File: config.mk
export PLATFORM = sky130hd
export DESIGN_NAME = dual_quadrature_velocity_decoder
export DESIGN_NICKNAME = d
export VERILOG_FILES = /design/src/dqvd_pkg.sv /design/src/dqvd_lane.sv /design/src/dqvd_merge.sv /design/src/dual_quadrature_velocity_decoder.sv
export SDC_FILE = /design/constraint.sdc
export NUM_CORES = 2
export LEC_CHECK = 0
export BUFFER_PORTS_ARGS = -buffer_cell sky130_fd_sc_hd__buf_2
export CAP_MARGIN = 10
export CELL_PAD_IN_SITES_DETAIL_PLACEMENT = 1
export CELL_PAD_IN_SITES_GLOBAL_PLACEMENT = 1
export CORE_MARGIN = 2
export CORE_UTILIZATION = 25
export CTS_BUF_LIST = sky130_fd_sc_hd__clkbuf_16
export CTS_CLUSTER_DIAMETER = 200
export DETAILED_ROUTE_END_ITERATION = 10
export PLACE_DENSITY = 0.5
export SETUP_SLACK_MARGIN = 0.2
export SLEW_MARGIN = 25
export SYNTH_ARGS = -nofsm -noshare
export SYNTH_HDL_FRONTEND = slang
export SYNTH_SLANG_ARGS = --single-unit
File: constraint.sdc
create_clock -name i_clk -period 15.82 [get_ports i_clk]
set_input_delay 1.582 -clock i_clk [delete_from_list [all_inputs] [get_ports i_clk]]
set_output_delay 1.582 -clock i_clk [all_outputs]
set_load 0.01 [all_outputs]
File: src/dqvd_pkg.sv
// ----------------------------------------------------------------------------
// Dual quadrature velocity decoder package
// Shared widths, request and result types and constants for the decoder.
// ----------------------------------------------------------------------------
package dqvd_pkg;

    // Width of the running per-wheel counts (8 to 32).
    localparam int COUNT_BITS = 16;

    localparam int GAIN_BITS  = 32;
    localparam int FIELD_CNT_BITS = 16;
    localparam int VEL_BITS   = 48;

    // Product of a signed count with the unsigned gain, widened to at least
    // the velocity width so that narrow counts sign-extend into it.
    localparam int PROD_BITS  = COUNT_BITS + GAIN_BITS + 1;
    localparam int PROD_EXT   = (PROD_BITS > VEL_BITS) ? PROD_BITS : VEL_BITS;
    localparam int CNT_EXT    = (COUNT_BITS > FIELD_CNT_BITS) ? COUNT_BITS : FIELD_CNT_BITS;

    localparam logic [GAIN_BITS-1:0] GAIN_RESET = 32'h0100_0000;

    typedef logic signed [COUNT_BITS-1:0] t_count;

    localparam t_count CNT_MAX = {1'b0, {(COUNT_BITS-1){1'b1}}};
    localparam t_count CNT_MIN = {1'b1, {(COUNT_BITS-1){1'b0}}};

    typedef enum logic {
        FUNC_SAMPLE = 1'b0,
        FUNC_TICK   = 1'b1
    } t_func;

    typedef struct packed {
        logic func;
        logic right_a;
        logic right_b;
        logic left_a;
        logic left_b;
    } t_in;

    typedef struct packed {
        logic signed [FIELD_CNT_BITS-1:0] right_count;
        logic signed [FIELD_CNT_BITS-1:0] left_count;
        logic signed [VEL_BITS-1:0]       right_vel;
        logic signed [VEL_BITS-1:0]       left_vel;
        logic signed [VEL_BITS-1:0]       mean_vel;
        logic                             right_skip;
        logic                             left_skip;
    } t_out;

    // What one wheel lane hands to the merge stage at a tick.
    typedef struct packed {
        t_count count;
        logic   skip;
    } t_lane_snap;

endpackage

File: src/dqvd_lane.sv
// ----------------------------------------------------------------------------
// Dual quadrature velocity decoder lane
// One wheel's x4 decoder: edge detection, saturating count and skip flag.
// ----------------------------------------------------------------------------
module dqvd_lane (
    input  logic                 i_clk,
    input  logic                 i_rst_n,
    input  logic                 i_sample,
    input  logic                 i_tick,
    input  logic                 i_a,
    input  logic                 i_b,
    output dqvd_pkg::t_lane_snap o_snap
);

    logic            r_prev_a;
    logic            r_prev_b;
    logic            r_primed;
    dqvd_pkg::t_count r_acc;
    dqvd_pkg::t_count n_acc;
    logic            r_skip;
    logic            n_skip;

    logic w_da;
    logic w_db;
    logic w_same;

    assign w_da   = i_a ^ r_prev_a;
    assign w_db   = i_b ^ r_prev_b;
    assign w_same = (i_a == i_b);

    always_comb begin
        n_acc  = r_acc;
        n_skip = r_skip;
        if (i_tick) begin
            n_acc  = '0;
            n_skip = 1'b0;
        end else if (i_sample && r_primed) begin
            if (w_da && w_db) begin
                n_skip = 1'b1;
            end else if (w_da || w_db) begin
                // A alone steps down when A equals B; B alone steps up then.
                if (w_da ^ w_same) begin
                    if (r_acc != dqvd_pkg::CNT_MAX) begin
                        n_acc = r_acc + dqvd_pkg::t_count'(1);
                    end
                end else begin
                    if (r_acc != dqvd_pkg::CNT_MIN) begin
                        n_acc = r_acc - dqvd_pkg::t_count'(1);
                    end
                end
            end
        end
    end

    always_ff @(posedge i_clk) begin
        if (!i_rst_n) begin
            r_prev_a <= 1'b0;
            r_prev_b <= 1'b0;
            r_primed <= 1'b0;
            r_acc    <= '0;
            r_skip   <= 1'b0;
        end else begin
            r_acc  <= n_acc;
            r_skip <= n_skip;
            if (i_sample) begin
                r_prev_a <= i_a;
                r_prev_b <= i_b;
                r_primed <= 1'b1;
            end
        end
    end

    assign o_snap.count = r_acc;
    assign o_snap.skip  = r_skip;

endmodule

File: src/dqvd_merge.sv
// ----------------------------------------------------------------------------
// Dual quadrature velocity decoder merge
// Three-stage pipeline: snapshot, gain multiply per wheel, mean and output.
// ----------------------------------------------------------------------------
module dqvd_merge (
    input  logic                                i_clk,
    input  logic                                i_rst_n,
    input  logic                                i_load,
    input  dqvd_pkg::t_lane_snap                i_right,
    input  dqvd_pkg::t_lane_snap                i_left,
    input  logic [dqvd_pkg::GAIN_BITS-1:0]      i_gain,
    output logic                                o_ready,
    output logic                                o_valid,
    output dqvd_pkg::t_out                      o_data,
    input  logic                                i_stall
);

    // Snapshot stage.
    logic                 r_v1;
    dqvd_pkg::t_lane_snap r_s1_r;
    dqvd_pkg::t_lane_snap r_s1_l;

    // Product stage.
    logic                                 r_v2;
    dqvd_pkg::t_lane_snap                 r_s2_r;
    dqvd_pkg::t_lane_snap                 r_s2_l;
    logic signed [dqvd_pkg::VEL_BITS-1:0] r_vel_r;
    logic signed [dqvd_pkg::VEL_BITS-1:0] r_vel_l;

    // Output stage.
    logic           r_v3;
    dqvd_pkg::t_out r_out;

    logic w_rdy1;
    logic w_rdy2;
    logic w_rdy3;

    logic signed [dqvd_pkg::PROD_EXT-1:0]   w_prod_r;
    logic signed [dqvd_pkg::PROD_EXT-1:0]   w_prod_l;
    logic signed [dqvd_pkg::PROD_EXT-1:0]   w_cnt1_r;
    logic signed [dqvd_pkg::PROD_EXT-1:0]   w_cnt1_l;
    logic signed [dqvd_pkg::PROD_EXT-1:0]   w_gain_ext;
    logic signed [dqvd_pkg::VEL_BITS:0]     w_sum;
    logic signed [dqvd_pkg::CNT_EXT-1:0]    w_cnt_r;
    logic signed [dqvd_pkg::CNT_EXT-1:0]    w_cnt_l;
    logic signed [dqvd_pkg::GAIN_BITS:0]    w_gain_s;

    assign w_rdy3 = !r_v3 || !i_stall;
    assign w_rdy2 = !r_v2 || w_rdy3;
    assign w_rdy1 = !r_v1 || w_rdy2;

    assign w_gain_s = $signed({1'b0, i_gain});

    // Both factors are sign-extended to the full product width.
    assign w_cnt1_r   = $signed({{(dqvd_pkg::PROD_EXT-dqvd_pkg::COUNT_BITS)
                                  {r_s1_r.count[dqvd_pkg::COUNT_BITS-1]}}, r_s1_r.count});
    assign w_cnt1_l   = $signed({{(dqvd_pkg::PROD_EXT-dqvd_pkg::COUNT_BITS)
                                  {r_s1_l.count[dqvd_pkg::COUNT_BITS-1]}}, r_s1_l.count});
    assign w_gain_ext = $signed({{(dqvd_pkg::PROD_EXT-dqvd_pkg::GAIN_BITS-1){1'b0}},
                                 w_gain_s});
    assign w_prod_r = w_cnt1_r * w_gain_ext;
    assign w_prod_l = w_cnt1_l * w_gain_ext;

    assign w_sum   = {r_vel_r[dqvd_pkg::VEL_BITS-1], r_vel_r}
                   + {r_vel_l[dqvd_pkg::VEL_BITS-1], r_vel_l};
    assign w_cnt_r = r_s2_r.count;
    assign w_cnt_l = r_s2_l.count;

    always_ff @(posedge i_clk) begin
        if (!i_rst_n) begin
            r_v1 <= 1'b0;
            r_v2 <= 1'b0;
            r_v3 <= 1'b0;
        end else begin
            if (w_rdy1) begin
                r_v1 <= i_load;
            end
            if (w_rdy2) begin
                r_v2 <= r_v1;
            end
            if (w_rdy3) begin
                r_v3 <= r_v2;
            end
        end
    end

    always_ff @(posedge i_clk) begin
        if (w_rdy1 && i_load) begin
            r_s1_r <= i_right;
            r_s1_l <= i_left;
        end
        if (w_rdy2 && r_v1) begin
            r_s2_r  <= r_s1_r;
            r_s2_l  <= r_s1_l;
            r_vel_r <= w_prod_r[dqvd_pkg::VEL_BITS-1:0];
            r_vel_l <= w_prod_l[dqvd_pkg::VEL_BITS-1:0];
        end
        if (w_rdy3 && r_v2) begin
            r_out.right_count <= w_cnt_r[dqvd_pkg::FIELD_CNT_BITS-1:0];
            r_out.left_count  <= w_cnt_l[dqvd_pkg::FIELD_CNT_BITS-1:0];
            r_out.right_vel   <= r_vel_r;
            r_out.left_vel    <= r_vel_l;
            // Arithmetic halving of the 49-bit sum rounds toward minus infinity.
            r_out.mean_vel    <= w_sum[dqvd_pkg::VEL_BITS:1];
            r_out.right_skip  <= r_s2_r.skip;
            r_out.left_skip   <= r_s2_l.skip;
        end
    end

    assign o_ready = w_rdy1;
    assign o_valid = r_v3;
    assign o_data  = r_out;

endmodule

File: src/dual_quadrature_velocity_decoder.sv
// ----------------------------------------------------------------------------
// Dual quadrature velocity decoder
// Two-wheel x4 quadrature decoder with a periodic velocity latch.
// ----------------------------------------------------------------------------
// Each request is either a pin sample carrying the A and B levels of both
// encoders or a period tick. Pin samples are taken one per clock, always,
// whenever o_stall is low, and produce no result; each wheel lane compares the
// new levels with the stored ones and moves its saturating signed count by
// one step, or sets its sticky skip flag when both channels changed at once.
// The first sample after reset only captures the levels. A tick snapshots
// both counts and skip flags, clears them in the same cycle, and sends the
// snapshot down a three-stage merge pipeline (snapshot, one count-by-gain
// multiply per wheel, then the halved mean) whose last stage is the output
// register. o_valid rises once the tick has passed the snapshot, product and
// output registers, and a new request can be accepted every cycle in which
// o_stall is low; o_stall rises only when all three pipeline stages
// are full and the output is stalled. The gain register is unsigned Q8.24,
// resets to 1.0, and should be written only while no tick is in flight.
module dual_quadrature_velocity_decoder (
    input  logic                            i_clk,
    input  logic                            i_rst_n,
    input  logic                            i_valid,
    input  dqvd_pkg::t_in                   i_data,
    output logic                            o_stall,
    output logic                            o_valid,
    output dqvd_pkg::t_out                  o_data,
    input  logic                            i_stall,
    input  logic                            i_cfg_we,
    input  logic [dqvd_pkg::GAIN_BITS-1:0]  i_cfg_wdata
);

    logic [dqvd_pkg::GAIN_BITS-1:0] r_gain;

    logic w_ready;
    logic w_accept;
    logic w_sample;
    logic w_tick;

    dqvd_pkg::t_lane_snap w_snap_r;
    dqvd_pkg::t_lane_snap w_snap_l;

    // The pipeline ready never depends on the request payload.
    assign o_stall  = !w_ready;
    assign w_accept = i_valid && w_ready;
    assign w_tick   = w_accept && (i_data.func == dqvd_pkg::FUNC_TICK);
    assign w_sample = w_accept && (i_data.func == dqvd_pkg::FUNC_SAMPLE);

    always_ff @(posedge i_clk) begin
        if (!i_rst_n) begin
            r_gain <= dqvd_pkg::GAIN_RESET;
        end else if (i_cfg_we) begin
            r_gain <= i_cfg_wdata;
        end
    end

    // The two wheel lanes run side by side on the same request.
    dqvd_lane u_lane_right (
        .i_clk    (i_clk),
        .i_rst_n  (i_rst_n),
        .i_sample (w_sample),
        .i_tick   (w_tick),
        .i_a      (i_data.right_a),
        .i_b      (i_data.right_b),
        .o_snap   (w_snap_r)
    );

    dqvd_lane u_lane_left (
        .i_clk    (i_clk),
        .i_rst_n  (i_rst_n),
        .i_sample (w_sample),
        .i_tick   (w_tick),
        .i_a      (i_data.left_a),
        .i_b      (i_data.left_b),
        .o_snap   (w_snap_l)
    );

    // The merge pipeline scales both snapshots and forms the mean.
    dqvd_merge u_merge (
        .i_clk    (i_clk),
        .i_rst_n  (i_rst_n),
        .i_load   (w_tick),
        .i_right  (w_snap_r),
        .i_left   (w_snap_l),
        .i_gain   (r_gain),
        .o_ready  (w_ready),
        .o_valid  (o_valid),
        .o_data   (o_data),
        .i_stall  (i_stall)
    );

endmodule

==> results.json <==
{
  "port_buffers": 221,
  "drive_gt1_share_pct": 7.63,
  "register_area_sq_mm": 0.0118,
  "slowest_delay_ns": 0.95,
  "clkLatencyLatePin_ns": 0.70,
  "cts.sinks": 416,
  "final-max-slew-violation-count": 0,
  "path_max_fanout": 21,
  "globalRouteOverflowTotal": 0,
  "yosysSeqAreaShare_pct": 23.1,
  "dp_slack_ns": 7.74,
  "syn_nets": 6461,
  "cts_tree": "yes",
  "syn_inst": 5207,
  "ys.flop_type": "edfxtp_1",
  "post-route-period-util_pct": 50.3,
  "cts_made_buffers": 54,
  "cp_common_cell": "fa_1",
  "fp.coreArea_sq_mm": 0.202,
  "critical_path_buf_inv_count": 4,
  "synthArstFlopShare_pct": 0,
  "slew_headroom_pct": 33.9,
  "ys_seq_elements": 416,
  "skew_ns": 0.0344,
  "holdCritPathClass": "flop to flop",
  "syn_area_sq_mm": 0.0510,
  "dp_hpwl_microns": 125000,
  "io_pins": 222,
  "grt_pass1_vias": 40396,
  "worstSetupStartpointType": "flop",
  "synth_edf_count": 342,
  "final_cell_mix": "inv_1, fa_1, nand2_1, and2_1, ha_1",
  "hold_violations": 0,
  "fillCellCount": 23108,
  "vias": 35690,
  "grt_max_degree": 68,
  "yosys.cell_types.count": 81,
  "die-area_sq_mm": 0.207,
  "cts_buffer_depth": 3,
  "worst_hold_slack_ns": 0.418,
  "multiInputGateArea_sq_mm": 0.0343,
  "die_w_microns": 456,
  "slowest_stage": "edfxtp_1",
  "setup_ws_ns": 7.87,
  "post_cts_resized": 0,
  "start_util_pct": 25.2,
  "tightest_slew_ns": 0.987,
  "layout.cells.most_common": "inv_1",
  "synth-warning-count": 0,
  "path_cells": "inv_1 > buf_4 > nor2_1 > fa_1 > fa_1 > fa_1 > fa_1 > fa_1 > inv_1 > fa_1 > inv_1 > ha_1 > a21oi_1 > o21ai_1 > o41ai_1 > o22ai_1 > a211oi_1 > a31oi_1 > a22oi_1 > a211oi_1 > xor2_1",
  "p_leak_nw": 25.9,
  "grt_usage_pct": 15.9,
  "htree_num_levels": 2,
  "fin_crit_ns": 7.95,
  "critical-path-top-delay-family": "adder cells",
  "row_count": 165,
  "vias_per_cell": 4.44,
  "status": "completed",
  "power_density_mw_per_mm2": 115,
  "rsz0062_at_grt": "false",
  "first_pass_iters": 5,
  "cap_violations": 0,
  "gp_congestion": 0.801,
  "cp.arrival_ns": 8.38,
  "setup_tns_ns": 0,
  "antenna_found_initial": 11,
  "cp-end-kind": "flop",
  "wl_microns": 164000,
  "crit_type": "flop to flop",
  "peakVddDrop_v": 0.0000911,
  "fmax_ghz": 0.126,
  "wire_per_inst_microns": 20.4,
  "holdBufCountCts": 0,
  "drc": 0,
  "area_delta_synth_final_pct": 11.5,
  "grt_first_pass_wirelength_microns": 252000,
  "clkTransAtPathRegs_ns": 0.06,
  "drt_iter0_drc": 1409,
  "synth_area_per_cell_sq_um": 9.79,
  "required_ns": 16.25,
  "root_buffer": "clkbuf_16",
  "nets": 6571,
  "ant_nets": 0,
  "die_height_microns": 456,
  "cts_setup_buffers": 0,
  "setup_viol": 0
}
[per-layer routing]
metal  wire [microns]  GRT usage (%)  up-vias
li1                 -              -    16400
met1            77400           21.4    18620
met2            77800           27.0      496
met3             5430           2.07      168
met4             3650           3.73        6
met5               31              0        -
[synth_stat cells (all sizes together) (12+ instances only)]
| library cell | instances | area (sq um) |
|---|---|---|
| nand4 | 33 | 206 |
| nor2 | 166 | 623 |
| and3 | 26 | 163 |
| nand3 | 50 | 255 |
| o21a | 21 | 158 |
| o21ai | 85 | 429 |
| or3 | 12 | 75.1 |
| o21bai | 23 | 176 |
| a31oi | 24 | 150 |
| xnor2 | 110 | 963 |
| nand2 | 635 | 2380 |
| nor3 | 33 | 165 |
| clkbuf | 235 | 882 |
| fa | 839 | 16800 |
| nand2b | 29 | 181 |
| a21o | 92 | 691 |
| inv | 1063 | 3990 |
| xor2 | 53 | 464 |
| nor2b | 57 | 357 |
| nor4 | 12 | 75.1 |
| and2 | 438 | 2740 |
| edfxtp | 342 | 10300 |
| a21oi | 190 | 951 |
| dfxtp | 74 | 1480 |
| a211oi | 16 | 120 |
| mux2i | 42 | 420 |
| ha | 373 | 4670 |
[stage by stage]
| stage | instance area, sq um | std cells | utilization, % | total power, W |
|---|---|---|---|---|
| finish | 56800 | 8039 | 28.1 | 0.00651 |
| global route | 56800 | 8037 | 28.1 | 0.00710 |
| CTS | 56800 | 8035 | 28.1 | 0.00663 |
| detailed placement | 55100 | 7933 | 27.2 | 0.00535 |
| global placement | 55100 | 7933 | 27.2 | 0.00530 |
| floorplan | 51000 | 5207 | - | 0.00409 |
[final timing paths]
check / start / to / slack [ns] / cells past startpoint
max reg2reg: u_merge.r_s1_r[16] / u_merge.r_vel_r[46] / 7.87 / 21
min reg2reg: u_merge.w_cnt_r[2] / u_merge.o_data[164] / 0.42 / 0
min: u_merge.w_cnt_r[2] / u_merge.o_data[164] / 0.42 / 0
max: u_merge.r_s1_r[16] / u_merge.r_vel_r[46] / 7.87 / 21
[power by group]
group          switching [W]  total (W)  internal [W]
Combinational        0.00240    0.00378       0.00138
Sequential         0.0000784    0.00151       0.00143
Clock               0.000556    0.00122      0.000664
[sequential cells by signal, summed over array words and instances, names as in the netlist, 16 cells and up]
signal / flops
u_merge.r_s1_r: 17
u_merge.o_data: 178
u_lane_right.r_acc: 16
u_merge.r_vel_r: 48
r_gain: 32
u_merge.w_cnt_l: 16
u_merge.r_vel_l: 48
u_merge.r_s1_l: 17
u_merge.w_cnt_r: 16
u_lane_left.r_acc: 16
[final cells by class]
type	instances	area share [%]
tap	2672	5.88
clock inverter	48	0.671
sequential	416	20.7
antenna	4	0.0176
multi-input combinational	3485	60.4
clock buffer	54	2.38
inverter	1064	7.03
timing repair buffer	296	2.94
[kinds of logic after synthesis]
group,synth area share [%]
buffers and inverters,9.62
DFF,23.1
muxes,0.825
AOI/OAI and AO/OA,6.92
adders and majority gates,42.1
and+or+nand+nor,14.7
xor gates and xnor gates,2.80
No activity file was read; power rests on OpenSTA's default activity.
